==> config.mk <==
export PLATFORM = sky130hd
export DESIGN_NAME = obj_field_tokenizer
export DESIGN_NICKNAME = d
export VERILOG_FILES = /design/src/rtl/oft_pkg.sv /design/src/rtl/obj_field_tokenizer.sv /design/src/rtl/oft_scan_core.sv /design/src/rtl/oft_out_queue.sv
export SDC_FILE = /design/constraint.sdc
export NUM_CORES = 1
export LEC_CHECK = 0
export ABC_AREA = 1
export ABC_CLOCK_PERIOD_IN_PS = 5130
export CAP_MARGIN = 20
export CELL_PAD_IN_SITES_DETAIL_PLACEMENT = 2
export CELL_PAD_IN_SITES_GLOBAL_PLACEMENT = 2
export CORE_MARGIN = 2
export CORE_UTILIZATION = 33
export CTS_BUF_LIST = sky130_fd_sc_hd__clkbuf_2 sky130_fd_sc_hd__clkbuf_4 sky130_fd_sc_hd__clkbuf_8
export CTS_CLUSTER_DIAMETER = 120
export DETAILED_ROUTE_END_ITERATION = 12
export DONT_BUFFER_PORTS = 1
export GPL_TIMING_DRIVEN = 0
export PLACE_DENSITY_LB_ADDON = 0.08
export SETUP_SLACK_MARGIN = 0.2
export SYNTH_ARGS = -nofsm -noshare
export SYNTH_HDL_FRONTEND = slang
export SYNTH_SLANG_ARGS = --single-unit
export TNS_END_PERCENT = 1
==> constraint.sdc <==
create_clock -name aclk -period 5.13 [get_ports aclk]
set_input_delay 0 -clock aclk [delete_from_list [all_inputs] [get_ports aclk]]
set_output_delay 0 -clock aclk [all_outputs]
set_load 0.02 [all_outputs]
==> src/rtl/oft_pkg.sv <==
// oft_pkg: shared types and constants for the OBJ field tokenizer.
// No dependencies; imported by every module under rtl/.
package oft_pkg;

    localparam int LINE_W = 32;
    localparam int LEN_W  = 13;

    localparam logic [7:0] CH_NUL   = 8'h00;
    localparam logic [7:0] CH_TAB   = 8'h09;
    localparam logic [7:0] CH_LF    = 8'h0A;
    localparam logic [7:0] CH_SPACE = 8'h20;
    localparam logic [7:0] CH_HASH  = 8'h23;
    localparam logic [7:0] CH_BSL   = 8'h5C;

    typedef enum logic [2:0] {
        MODE_LINE_START = 3'd0,
        MODE_SKIP_LINE  = 3'd1,
        MODE_FIELD      = 3'd2,
        MODE_SKIP_WHITE = 3'd3,
        MODE_EOF        = 3'd4,
        MODE_ERROR      = 3'd5
    } mode_t;

    typedef enum logic [2:0] {
        KIND_BYTE  = 3'd0,
        KIND_END   = 3'd1,
        KIND_EOL   = 3'd2,
        KIND_EOF   = 3'd3,
        KIND_ERROR = 3'd4
    } kind_t;

    typedef struct packed {
        kind_t              kind;
        logic [7:0]         fbyte;
        logic [LEN_W-1:0]   length;
        logic [LINE_W-1:0]  line;
        logic               last;
    } result_t;

    localparam result_t RESULT_ZERO = '{
        kind: KIND_BYTE, fbyte: 8'd0, length: '0, line: '0, last: 1'b0
    };

    function automatic logic [LINE_W-1:0] sat_inc(input logic [LINE_W-1:0] v);
        sat_inc = (v == {LINE_W{1'b1}}) ? v : v + 1'b1;
    endfunction

endpackage

==> src/rtl/obj_field_tokenizer.sv <==
// obj_field_tokenizer: top level of the OBJ text field tokenizer.
// Depends on oft_pkg, oft_scan_core and oft_out_queue.
//
// Splits a byte stream into whitespace-separated fields, one byte per beat on
// s_text_byte. Field bytes stream out as they arrive; a space, tab, newline or
// byte 0 closes the field with its length. '#' at line start drops the rest of
// the line; a backslash escapes only a following backslash or newline (an
// escaped newline joins lines). Each result beat carries kind, byte, length,
// the line number and a last flag on the final result of its input byte. A
// field reaching FIELD_BYTES bytes gives one format error beat, then all input
// is dropped until reset. Throughput is one byte per cycle while m_ready is
// high and no byte yields two beats: state and results are registered at
// the accepting edge, the results into a two-entry output register that
// shows them in the next cycle. A byte closing a field with end of line or
// end of file yields two beats and holds s_ready low while the second drains;
// m_ready low stalls s_ready once the output register cannot empty that cycle.
module obj_field_tokenizer
    import oft_pkg::*;
#(
    parameter int FIELD_BYTES = 256
) (
    input  logic              aclk,
    input  logic              aresetn,
    // input byte channel
    input  logic              s_valid,
    output logic              s_ready,
    input  logic [7:0]        s_text_byte,
    // result channel
    output logic              m_valid,
    input  logic              m_ready,
    output logic [2:0]        m_token_kind,
    output logic [7:0]        m_field_byte,
    output logic [LEN_W-1:0]  m_field_length,
    output logic [LINE_W-1:0] m_line_number,
    output logic              m_last_result
);

    logic       in_fire;
    result_t    res0;
    result_t    res1;
    logic [1:0] res_cnt;
    result_t    head;

    // a beat is taken only when the output register will be empty
    assign in_fire = s_valid && s_ready;

    oft_scan_core #(
        .FIELD_BYTES(FIELD_BYTES)
    ) u_core (
        .aclk     (aclk),
        .aresetn  (aresetn),
        .in_fire  (in_fire),
        .text_byte(s_text_byte),
        .res0     (res0),
        .res1     (res1),
        .res_cnt  (res_cnt)
    );

    oft_out_queue u_queue (
        .aclk    (aclk),
        .aresetn (aresetn),
        .in_fire (in_fire),
        .res0    (res0),
        .res1    (res1),
        .res_cnt (res_cnt),
        .in_ready(s_ready),
        .m_valid (m_valid),
        .m_ready (m_ready),
        .head    (head)
    );

    assign m_token_kind   = head.kind;
    assign m_field_byte   = head.fbyte;
    assign m_field_length = head.length;
    assign m_line_number  = head.line;
    assign m_last_result  = head.last;

endmodule

==> src/rtl/oft_scan_core.sv <==
// oft_scan_core: tokenizer state and per-byte result generation.
// Depends on oft_pkg. Produces up to two results per accepted byte.
module oft_scan_core
    import oft_pkg::*;
#(
    parameter int FIELD_BYTES = 256
) (
    input  logic       aclk,
    input  logic       aresetn,
    input  logic       in_fire,
    input  logic [7:0] text_byte,
    output result_t    res0,
    output result_t    res1,
    output logic [1:0] res_cnt
);

    localparam int CW = $clog2(FIELD_BYTES + 1);
    localparam logic [CW-1:0] FIELD_MAX = CW'(FIELD_BYTES);

    mode_t            mode_reg, mode_next;
    logic             esc_reg, esc_next;
    logic [CW-1:0]    cnt_reg, cnt_next;
    logic [LINE_W-1:0] line_reg, line_next;
    logic             lap_reg, lap_next;

    always_comb begin
        logic          esc;
        logic          white;
        logic [CW-1:0] inc;
        mode_next = mode_reg;
        esc_next  = esc_reg;
        cnt_next  = cnt_reg;
        line_next = line_reg;
        lap_next  = lap_reg;
        res0      = RESULT_ZERO;
        res1      = RESULT_ZERO;
        res_cnt   = 2'd0;
        esc       = esc_reg;
        white     = (text_byte == CH_SPACE) || (text_byte == CH_TAB);
        inc       = cnt_reg + 1'b1;

        if (mode_reg inside {MODE_LINE_START, MODE_SKIP_LINE, MODE_FIELD,
                             MODE_SKIP_WHITE, MODE_EOF}) begin
            if (lap_reg) begin
                line_next = sat_inc(line_next);
                lap_next  = 1'b0;
            end
            if (text_byte == CH_BSL && !esc_reg) begin
                esc_next = 1'b1;
            end else begin
                esc_next = 1'b0;
                // mode dispatch
                case (mode_reg)
                    MODE_LINE_START: begin
                        if (white) begin
                        end else if (text_byte == CH_LF) begin
                            line_next = sat_inc(line_next);
                        end else if (text_byte == CH_NUL) begin
                            res0.kind = KIND_EOF;
                            res0.line = line_next;
                            res_cnt   = 2'd1;
                        end else if (text_byte == CH_HASH) begin
                            mode_next = MODE_SKIP_LINE;
                        end else begin
                            mode_next = MODE_FIELD;
                        end
                    end
                    MODE_SKIP_LINE: begin
                        if (text_byte == CH_LF) begin
                            line_next = sat_inc(line_next);
                            if (!esc) mode_next = MODE_LINE_START;
                        end else if (text_byte == CH_NUL) begin
                            res0.kind = KIND_EOF;
                            res0.line = line_next;
                            res_cnt   = 2'd1;
                        end
                    end
                    MODE_SKIP_WHITE: begin
                        if (white) begin
                        end else if (text_byte == CH_LF) begin
                            if (esc) begin
                                line_next = sat_inc(line_next);
                            end else begin
                                res0.kind = KIND_EOL;
                                res0.line = line_next;
                                res_cnt   = 2'd1;
                                lap_next  = 1'b1;
                                mode_next = MODE_LINE_START;
                            end
                        end else if (text_byte == CH_NUL) begin
                            res0.kind = KIND_EOF;
                            res0.line = line_next;
                            res_cnt   = 2'd1;
                            mode_next = MODE_LINE_START;
                        end else begin
                            mode_next = MODE_FIELD;
                        end
                    end
                    MODE_EOF: begin
                        if (text_byte == CH_NUL) begin
                            res0.kind = KIND_EOF;
                            res0.line = line_next;
                            res_cnt   = 2'd1;
                        end
                    end
                    default: begin
                    end
                endcase

                // field handling, also for the byte that opened the field
                if (mode_next == MODE_FIELD) begin
                    res0.line = line_next;
                    if (white || text_byte == CH_LF || text_byte == CH_NUL) begin
                        res0.kind   = KIND_END;
                        res0.length = LEN_W'(cnt_reg);
                        res_cnt     = 2'd1;
                        cnt_next    = '0;
                        if (white) begin
                            mode_next = MODE_SKIP_WHITE;
                        end else if (text_byte == CH_LF) begin
                            if (esc) begin
                                lap_next  = 1'b1;
                                mode_next = MODE_SKIP_WHITE;
                            end else begin
                                line_next = sat_inc(line_next);
                                res1.kind = KIND_EOL;
                                res1.line = line_next;
                                res_cnt   = 2'd2;
                                mode_next = MODE_LINE_START;
                            end
                        end else begin
                            res1.kind = KIND_EOF;
                            res1.line = line_next;
                            res_cnt   = 2'd2;
                            mode_next = MODE_EOF;
                        end
                    end else if (inc >= FIELD_MAX) begin
                        res0.kind = KIND_ERROR;
                        res_cnt   = 2'd1;
                        cnt_next  = '0;
                        mode_next = MODE_ERROR;
                    end else begin
                        res0.kind  = KIND_BYTE;
                        res0.fbyte = text_byte;
                        res_cnt    = 2'd1;
                        cnt_next   = inc;
                    end
                end
            end
        end

        if (res_cnt == 2'd1) res0.last = 1'b1;
        if (res_cnt == 2'd2) res1.last = 1'b1;
    end

    always_ff @(posedge aclk) begin
        if (!aresetn) begin
            mode_reg <= MODE_LINE_START;
            esc_reg  <= 1'b0;
            cnt_reg  <= '0;
            line_reg <= '0;
            lap_reg  <= 1'b0;
        end else if (in_fire) begin
            mode_reg <= mode_next;
            esc_reg  <= esc_next;
            cnt_reg  <= cnt_next;
            line_reg <= line_next;
            lap_reg  <= lap_next;
        end
    end

endmodule

==> src/rtl/oft_out_queue.sv <==
// oft_out_queue: two-entry result register between the core and the m_ side.
// Depends on oft_pkg. Takes a new beat whenever all held results drain this cycle.
module oft_out_queue
    import oft_pkg::*;
(
    input  logic       aclk,
    input  logic       aresetn,
    input  logic       in_fire,
    input  result_t    res0,
    input  result_t    res1,
    input  logic [1:0] res_cnt,
    output logic       in_ready,
    output logic       m_valid,
    input  logic       m_ready,
    output result_t    head
);

    result_t    head_reg, head_next;
    result_t    tail_reg, tail_next;
    logic [1:0] cnt_reg, cnt_next;
    logic       take;
    logic [1:0] rem;

    assign m_valid  = (cnt_reg != 2'd0);
    assign take     = m_valid && m_ready;
    assign rem      = cnt_reg - {1'b0, take};
    assign in_ready = (rem == 2'd0);
    assign head     = head_reg;

    always_comb begin
        head_next = head_reg;
        tail_next = tail_reg;
        cnt_next  = rem;
        if (in_fire) begin
            head_next = res0;
            tail_next = res1;
            cnt_next  = res_cnt;
        end else if (cnt_reg == 2'd2 && take) begin
            head_next = tail_reg;
        end
    end

    always_ff @(posedge aclk) begin
        if (!aresetn) begin
            cnt_reg <= 2'd0;
        end else begin
            cnt_reg <= cnt_next;
        end
    end

    always_ff @(posedge aclk) begin
        head_reg <= head_next;
        tail_reg <= tail_next;
    end

endmodule
==> results.toml, run 1 <==
[run_status]
status = "finished, final reports clean"

[hold_path]
min_to = "u_core.mode_reg[2]"
hp-class = "input pin to flop"
hold_depth = 5
hold_start = "s_text_byte[6]"

[synthesis]
yosysMostFrequentCell = "nand2_1"
syn-cell-area_um2 = 11800
ys_top_cells_by_count = "nand2_1, nor2_1, nand3_1, inv_1, edfxtp_1"
syn_inst = 1832
synth_top_cell_by_area = "edfxtp_1"
async_flop_share_pct = 0
yosys_warnings = 0
yosys.area.top_type_share_pct = 22.4
ys.flop_type = "edfxtp_1"
ys_seq_elements = 136
ys_types = 59
synth-edff-count = 88
yosysSeqAreaShare_pct = 30.6
syn_area_per_cell_um2 = 6.44
ys_top_cells_by_area = "edfxtp_1, nand2_1, nand3_1"

[routing]
viasPerCell = 5.81
met1Wirelength_um = 27800
wirelength_um = 64800
wl_met2_um = 29500
drtIter0Drc = 1037
drt-pass1-iter-count = 5
remaining_drc_errors = 0
wl_met3_um = 4240
drt-wirelength-per-cell_um = 27.4
top_layer = "met4"
antenna_left = 0
vias = 13800

[setup_path]
reg2regPathDepth = 31
r2r_slack_ps = 110
start_kind = "flop"
slowest_stage = "dfxtp_2"
crit_path_end_kind = "flop"
path_class = "flop to flop"
crit_arrival_ps = 5440
path_delay_family = "simple AND/OR/NAND/NOR gates"
r2r_start = "u_core.line_reg[1]"
cp.required_ps = 5550
path_buf_inv = 3
crit_path_max_fanout = 10
max_stage_delay_ps = 390
timing.rr.end = "u_core.line_reg[16]"
cp.depth = 31

[timing]
fin_setup_tns_ps = 0
fin_skew_ps = 19.6
finalCritPeriodShare_pct = 97.9
whs_ps = 9.58
hold_viol_final = 0
slew_viol_final = 0
fmax_mhz = 199
setup_viol = 0
worstMarginPinSlew_ps = 1050
rsz0062_at_grt = "yes"
relSlewSlack_pct = 30.3
period_minus_slack_ps = 5020

[power]
seqPwrFrac_pct = 40.2
power_density_nw_per_um2 = 385
clockPowerShare_pct = 20.2
finalPower_mw = 5.21
p_comb_share_pct = 39.6
switchingPower_mw = 2.57
ir_drop_mv = 0.258
cellLeakagePower_nw = 5.28
switching_share_pct = 49.3
internal-power_mw = 2.64

[cells_and_area]
drive_gt1_share_pct = 16.6
final_core_util_pct = 38.2
fill_cells = 4340
largest_register_ffs = 53
stdcell_count = 2366
syn_to_final_growth_pct = 14.7
nNetsFinal = 1908

[global_routing]
grt_pass1_vias = 14200
grt_max_degree = 36
globalRouteTotalUtil_pct = 35.0
overflow = 0
grt_antenna_before_repair = 1
grt_pass1_wl_um = 94000

[clock_tree]
cts_buffers = 17
htreeDepth = 4
cts.sinks = 136
cts_tree = "done"
clk_latency_ps = 490
cts_root_buffer = "clkbuf_8"
cts.clk_slew.worst_paths_ps = 100
cts_buffer_depth = 2

[placement]
io_buffers = 0
dp.cells = 2301
place_congestion = 0.957
dp_hpwl_um = 51100

[floorplan]
die_height_um = 193
rows = 69
die_area_um2 = 37300
core_um2 = 35400
fp.dieW_um = 193
ios = 71
start_util_pct = 33.3

[run]
maxCapViolations = 0
layout make-up:
class                   count  area [um^2]  area share, %
flip-flops and latches    136         3640           26.9
clock inverters            13          181           1.34
inverters                 211          792           5.86
multi-input cells        1420         7370           54.5
diodes                      1         2.50         0.0185
plain buffers              68          343           2.54
repair buffers             37          354           2.62
clock buffers              19          262           1.93
well taps                 461          577           4.27
kinds of logic after synthesis:
logic type                 after synthesis  share of synthesized area [%]
adders and majority gates                5                          0.531
buffers and inverters                  279                           9.56
AOI/OAI and AO/OA                      225                           11.6
xor gates and xnor gates                15                           1.27
and+or+nand+nor                       1171                           46.5
other                                    1                         0.0318
DFF                                    136                           30.6
worst max-delay path by stage:
stage / to / start / slack, ps
floorplan: u_queue.head[0] / u_queue.cnt_reg[1] / 220
CTS: u_core.line_reg[24] / u_core.line_reg[2] / 120
finish: u_core.line_reg[16] / u_core.line_reg[1] / 110
detailed placement: u_core.line_reg[24] / u_core.line_reg[1] / -1350
global route: u_core.line_reg[1] / u_core.lap_reg / -130
global placement: u_queue.head[8] / u_queue.cnt_reg[1] / -1700
layer usage:
metal / vias to the layer above / global-route usage (%)
met1: 6959 / 45.0
met2: 444 / 55.5
met4: 0 / 17.4
met5: - / 0
met3: 133 / 7.60
li1: 6214 / -
through the flow:
step / instance area [um^2] / setup slack, ps
floorplan: 11800 / 223
global placement: 12400 / -1700
detailed placement: 12500 / -1350
CTS: 13300 / 121
global route: 13500 / -131
finish: 13500 / 107
layout by cell type, fill, tap and decap left out, drive strengths merged, types with 8 or more instances in the layout:
cell,instances
o21ai,97
nand2,594
clkbuf,64
dlygate4sd3,10
nor3,27
a21oi,65
o221ai,10
nor2,248
buf,50
o311ai,14
nand3,216
o211ai,10
edfxtp,88
inv,218
o22ai,9
xor2,13
dfxtp,48
nand4,71
a211oi,8
worst reg2reg max path: cells and delay by family (launching register included):
kind | cells | cell delay [ps]
AO/OA/AOI/OAI | 2 | 310
adder cells (fa/ha/maj) | 3 | 570
buffers and inverters | 3 | 470
flip-flops | 1 | 390
AND/OR/NAND/NOR | 23 | 3230
power by group through the flow:
stage / clock [mW] / sequential [mW] / combinational, mW
floorplan: 0 / 2.06 / 1.12
global placement: 0 / 2.15 / 1.79
detailed placement: 0 / 2.11 / 1.96
CTS: 1.05 / 2.09 / 2.00
global route: 1.10 / 2.13 / 2.20
finish: 1.05 / 2.09 / 2.06
repair_timing:
action | 4_1_cts | 5_1_grt
pin swaps | 11 | 8
setup endpoints to repair | 66 | 101
endpoints found under the hold margin | 20 | 0
hold buffers | 10 | 0
setup buffers | 11 | 11
resized for setup | 51 | 57
No activity file was read; power rests on OpenSTA's default activity.
==> inputs of run 2 (changes only) <==
PLACE_DENSITY_LB_ADDON = 0.1   (was 0.08)
==> results.toml, run 2 (synthesis results as in run 1) <==
[clock_tree]
cts.sinks = 136
cts_tree = "done"
cts_buffers = 17
htreeDepth = 4
cts.clk_slew.worst_paths_ps = 90
cts_buffer_depth = 2
cts_root_buffer = "clkbuf_8"
clk_latency_ps = 520

[cells_and_area]
syn_to_final_growth_pct = 16.1
antennaDiodeCount = 0
drive_gt1_share_pct = 18.6
largest_register_ffs = 53
multi_input_area_um2 = 7550
layout_common_cells = "nand2_1, nand3_1, inv_1, nor2_1, edfxtp_1"
final_common_cell = "nand2_1"
fill_cells = 4373
design_area_um2 = 13700
regArea_um2 = 3640
nNetsFinal = 1914

[placement]
place_congestion = 0.958
io_buffers = 0
placed_area_um2 = 12400
dp_hpwl_um = 51200

[power]
seqPwrFrac_pct = 40.6
finalPower_mw = 5.15
p_comb_share_pct = 41.0
clockPowerShare_pct = 18.4
cellLeakagePower_nw = 5.28
ir_drop_mv = 0.238
switchingPower_mw = 2.60
internal-power_mw = 2.56
power_density_nw_per_um2 = 376
switching_share_pct = 50.4

[hold_path]
hp-class = "input pin to flop"
hold_start = "s_text_byte[1]"

[floorplan]
start_util_pct = 33.3
ios = 71
rows = 69
fp.dieW_um = 193
die_area_um2 = 37300
core_um2 = 35400
die_height_um = 193

[timing]
rsz0062_at_grt = "yes"
slew_viol_final = 0
period_minus_slack_ps = 4960
relSlewSlack_pct = 27.9
fmax_mhz = 202
worstMarginPinSlew_ps = 1080
fin_skew_ps = 37.7
finalCritPeriodShare_pct = 96.7
hold_viol_final = 0
setup_viol = 0

[setup_path]
cp.required_ps = 5530
crit_top_cell = "nand3_1"
path_buf_inv = 5
slowest_stage = "dfxtp_1"
startpoint = "u_core.line_reg[2]"
crit_arrival_ps = 5370
path_delay_family = "simple AND/OR/NAND/NOR gates"
start_kind = "flop"
path_class = "flop to flop"
crit_path_end_kind = "flop"
max_stage_delay_ps = 320
r2r_start = "u_core.line_reg[2]"
crit_path_max_fanout = 8
r2r_slack_ps = 170

[global_routing]
grt_pass1_vias = 14200
globalRouteTotalUtil_pct = 34.8
overflow = 0
grt_antenna_before_repair = 1
grt_max_degree = 24
grt_pass1_wl_um = 93700

[run]
maxCapViolations = 0

[routing]
remaining_drc_errors = 0
antenna_left = 0
viasPerCell = 5.88
wirelength_um = 64400
vias = 13900
drt-pass1-iter-count = 5
drtIter0Drc = 1186
drt-wirelength-per-cell_um = 27.2

[run_status]
status = "finished, final reports clean"
-- run 2: final cells by class --
type                            instances  share of cell area [%]
Buffer                                 68                    2.58
Clock buffer                           21                    1.91
Clock inverter                         11                   0.896
Inverter                              211                    5.80
Multi-Input combinational cell       1420                    55.2
Sequential cell                       136                    26.6
Tap cell                              461                    4.21
Timing Repair Buffer                   43                    2.80
-- run 2: repair_timing --
action	CTS	global route
pin swaps	18	17
hold buffers	10	0
endpoints found under the setup margin	74	111
endpoints found under the hold margin	19	0
buffers inserted	7	23
gates resized for setup	101	58
-- run 2: path summary, 6_finish.rpt --
path | end | depth (start not counted)
hold reg to reg | u_core.cnt_reg[8] | 2
setup reg to reg | u_core.line_reg[27] | 27
hold / removal | u_core.mode_reg[0] | 4
setup / recovery | u_core.line_reg[27] | 27
-- run 2: tightest hold or removal path, stage by stage --
cell      delay (ps)
nand4_1          140
o221ai_1         120
o21ai_0          140
a31oi_1          100
-- run 2: power by group through the flow --
stage / combinational, mW / sequential [mW] / clock (mW)
floorplan: 1.12 / 2.06 / 0
global placement: 1.85 / 2.15 / 0
detailed placement: 1.98 / 2.11 / 0
CTS: 2.03 / 2.09 / 0.948
global route: 2.24 / 2.13 / 0.996
finish: 2.11 / 2.09 / 0.948
-- run 2: metrics by stage --
| step | setup WS, ps | hold WS, ps | cells | setup TNS [ps] | util, % |
|---|---|---|---|---|---|
| 2_1_floorplan | 223 | 126 | 1835 | 0 | - |
| 3_3_place_gp | -1600 | 136 | 2296 | -145510 | 35.0 |
| 3_5_place_dp | -1400 | 145 | 2299 | -71120 | 35.2 |
| 4_1_cts | 85.5 | 10.3 | 2348 | 0 | 37.7 |
| 5_1_grt | -44.9 | 73.6 | 2371 | -264 | 38.7 |
| 6_report | 168 | 43.0 | 2371 | 0 | 38.7 |
-- run 2: metal layers --
layer	share of wire [%]	wire, um	vias to the layer above	GRT usage [%]
li1	-	-	6203	-
met1	44	28300	7112	47.1
met2	44	28600	499	53.9
met3	6.9	4460	121	6.26
met4	4.7	3010	0	16.3
met5	0	0	-	0
==> inputs of run 3 (changes only) <==
ABC_AREA = not set   (was 1)
CORE_UTILIZATION = 37   (was 33)
==> results.toml, run 3 <==
[synthesis]
yosys_warnings = 0
syn-cell-area_um2 = 10500
ys.flop_type = "edfxtp_1"
async_flop_share_pct = 0
ys_top_cells_by_count = "nand2_1, nor2_1, edfxtp_1, nand3_1, a21oi_1"
yosysSeqAreaShare_pct = 34.3
syn_inst = 1243
synth_compound_area_share_pct = 22.6
yosys.area.top_type_share_pct = 25.1
yosys.area_share.xor_xnor_pct = 6.71
ys_top_cells_by_area = "edfxtp_1, dfxtp_1, nand3_1"
synthAdderAreaFrac_pct = 0.595
synth_top_family_by_area = "simple AND/OR/NAND/NOR gates"
synth-edff-count = 88
yosysMostFrequentCell = "nand2_1"
ys_seq_elements = 136
ys_types = 98
synthMuxAreaShare_pct = 2.15
synth_top_cell_by_area = "edfxtp_1"
syn_area_per_cell_um2 = 8.46
synthSimpleGateAreaFrac_pct = 27.9

[clock_tree]
cts_buffer_depth = 2
clk_latency_ps = 510
cts_root_buffer = "clkbuf_8"
cts.sinks = 136
cts_buffers = 17
htreeDepth = 4
cts_tree = "done"
cts.clk_slew.worst_paths_ps = 110

[setup_path]
timing.rr.end = "u_core.line_reg[29]"
crit_arrival_ps = 6240
reg2regPathDepth = 18
cp.required_ps = 5490
max_stage_delay_ps = 620
r2r_slack_ps = -740
r2r_start = "u_core.lap_reg"
crit_chain = "buf_4, nand4_1, buf_4, nor2_2, o2111ai_2, xnor2_2, a211o_1, or4_4, nor4_4, o21ai_2, a21bo_1, buf_2, or4b_1, or4_4, buf_8, nand4_1, mux2i_2, o21ai_1"
crit_path_end_kind = "flop"
startpoint = "u_core.lap_reg"
path_delay_family = "simple AND/OR/NAND/NOR gates"
path_buf_inv = 4
slowest_stage = "or4_4"
crit_path_max_fanout = 10
start_kind = "flop"
path_class = "flop to flop"

[floorplan]
fp.dieW_um = 173
die_height_um = 173
core_um2 = 27900
ios = 71
die_area_um2 = 29800
start_util_pct = 37.8
rows = 61

[cells_and_area]
antennaDiodeCount = 0
fill_cells = 3041
drive_gt1_share_pct = 24.0
design_area_um2 = 13100
layout_common_cells = "nand2_1, buf_4, nor2_1, edfxtp_1, nand3_1"
final_common_cell = "nand2_1"
stdcell_count = 1738
syn_to_final_growth_pct = 24.7
largest_register_ffs = 53
nNetsFinal = 1364

[hold_path]
hp-class = "input pin to flop"
min_to = "u_core.mode_reg[2]"
hold_depth = 6
hold_start = "s_text_byte[6]"

[placement]
dp.cells = 1627
place_congestion = 0.971
dp_hpwl_um = 39500
io_buffers = 0
dp_slack_ps = -1810
placed_area_um2 = 11200

[global_routing]
grt_pass1_vias = 12700
busiest_layer = "met2"
use_met2_pct = 60.3
grt_antenna_before_repair = 1
grt_use_met3_pct = 6.40
grt_max_degree = 31
use_met1_pct = 47.7
grt_pass1_wl_um = 84400
overflow = 0
globalRouteTotalUtil_pct = 37.8

[power]
seqPwrFrac_pct = 42.3
switching_share_pct = 47.7
power_density_nw_per_um2 = 393
switchingPower_mw = 2.46
p_comb_share_pct = 37.9
internal-power_mw = 2.70
finalPower_mw = 5.16
cellLeakagePower_nw = 4.45
ir_drop_mv = 0.341
clockPowerShare_pct = 19.8

[timing]
fin_skew_ps = 26.8
hold_viol_final = 0
slew_viol_final = 0
fmax_mhz = 170
rsz0062_at_grt = "yes"
relSlewSlack_pct = 20.0
period_minus_slack_ps = 5870
setup_viol = 64
finalCritPeriodShare_pct = 115
worstMarginPinSlew_ps = 1200
fin_setup_tns_ps = -34130
fin_ws_ps = -745

[run]
maxCapViolations = 0

[routing]
wirelength_um = 57300
vias = 12000
drtIter0Drc = 1454
antenna_left = 0
remaining_drc_errors = 0
drt-wirelength-per-cell_um = 33.0
drt-pass1-iter-count = 8
viasPerCell = 6.92

[run_status]
status = "finished with violations"
violations = "negative setup slack"
[run 3: worst max path at each step]
stage,endpoint,cells past startpoint
2_1_floorplan,u_queue.tail_reg[20],25
3_3_place_gp,u_core.line_reg[29],22
3_5_place_dp,u_core.line_reg[22],23
4_1_cts,u_core.line_reg[29],25
5_1_grt,u_queue.tail_reg[4],19
6_report,u_core.line_reg[29],18
[run 3: cell families (layout without fill, tap and decap cells)]
kind of cell	count (synthesis)	count (layout)
compound gates	338	338
flops	136	136
mux	22	22
xor+xnor	78	78
other cells	1	4
simple gates	530	530
buf+inv	133	247
fa+ha+maj	5	5
[run 3: per-layer routing]
metal	share of wire, %	vias up
li1	-	4997
met1	40	6167
met2	46	649
met3	7.2	218
met4	7.1	0
met5	0	-
[run 3: layout make-up]
type / count / area [um^2] / share of cell area (%)
inverter: 29 / 109 / 0.830
multi-input combinational: 977 / 7210 / 54.9
buffer: 104 / 598 / 4.56
sequential: 136 / 3620 / 27.6
timing repair buffer: 82 / 689 / 5.25
tap: 378 / 473 / 3.60
clock buffer: 17 / 234 / 1.78
clock inverter: 15 / 184 / 1.40
[run 3: power groups by stage]
stage,clock network (mW),logic [mW],registers (mW)
2_1_floorplan,0,1.01,2.12
3_3_place_gp,0,1.60,2.18
3_5_place_dp,0,1.71,2.20
4_1_cts,1.02,1.85,2.19
5_1_grt,1.07,2.04,2.22
6_report,1.02,1.96,2.18
[run 3: worst register-to-register path, stage by stage, from the launching register on]
cell	delay [ps]
dfxtp_1	390
buf_4	230
nand4_1	210
buf_4	200
nor2_2	220
o2111ai_2	230
xnor2_2	250
a211o_1	410
or4_4	570
nor4_4	420
o21ai_2	200
a21bo_1	230
buf_2	190
or4b_1	550
or4_4	620
buf_8	200
nand4_1	170
mux2i_2	340
o21ai_1	120
[run 3: repair_timing]
| item | in CTS | in global routing |
|---|---|---|
| hold buffers | 9 | 0 |
| endpoints found under the hold margin | 11 | 0 |
| gates cloned | 1 | 0 |
| endpoints found under the setup margin | 72 | 74 |
| pin swaps | 55 | 10 |
| setup buffers | 66 | 2 |
| gates resized for setup | 136 | 32 |
[run 3: through the flow]
| stage | hold slack [ps] | utilization, % |
|---|---|---|
| final | 31.0 | 47.1 |
| after global routing | 91.9 | 47.1 |
| after CTS | 36.7 | 46.5 |
| after detailed placement | 228 | 40.3 |
| after global placement | 223 | 40.2 |
| after floorplan | 223 | - |
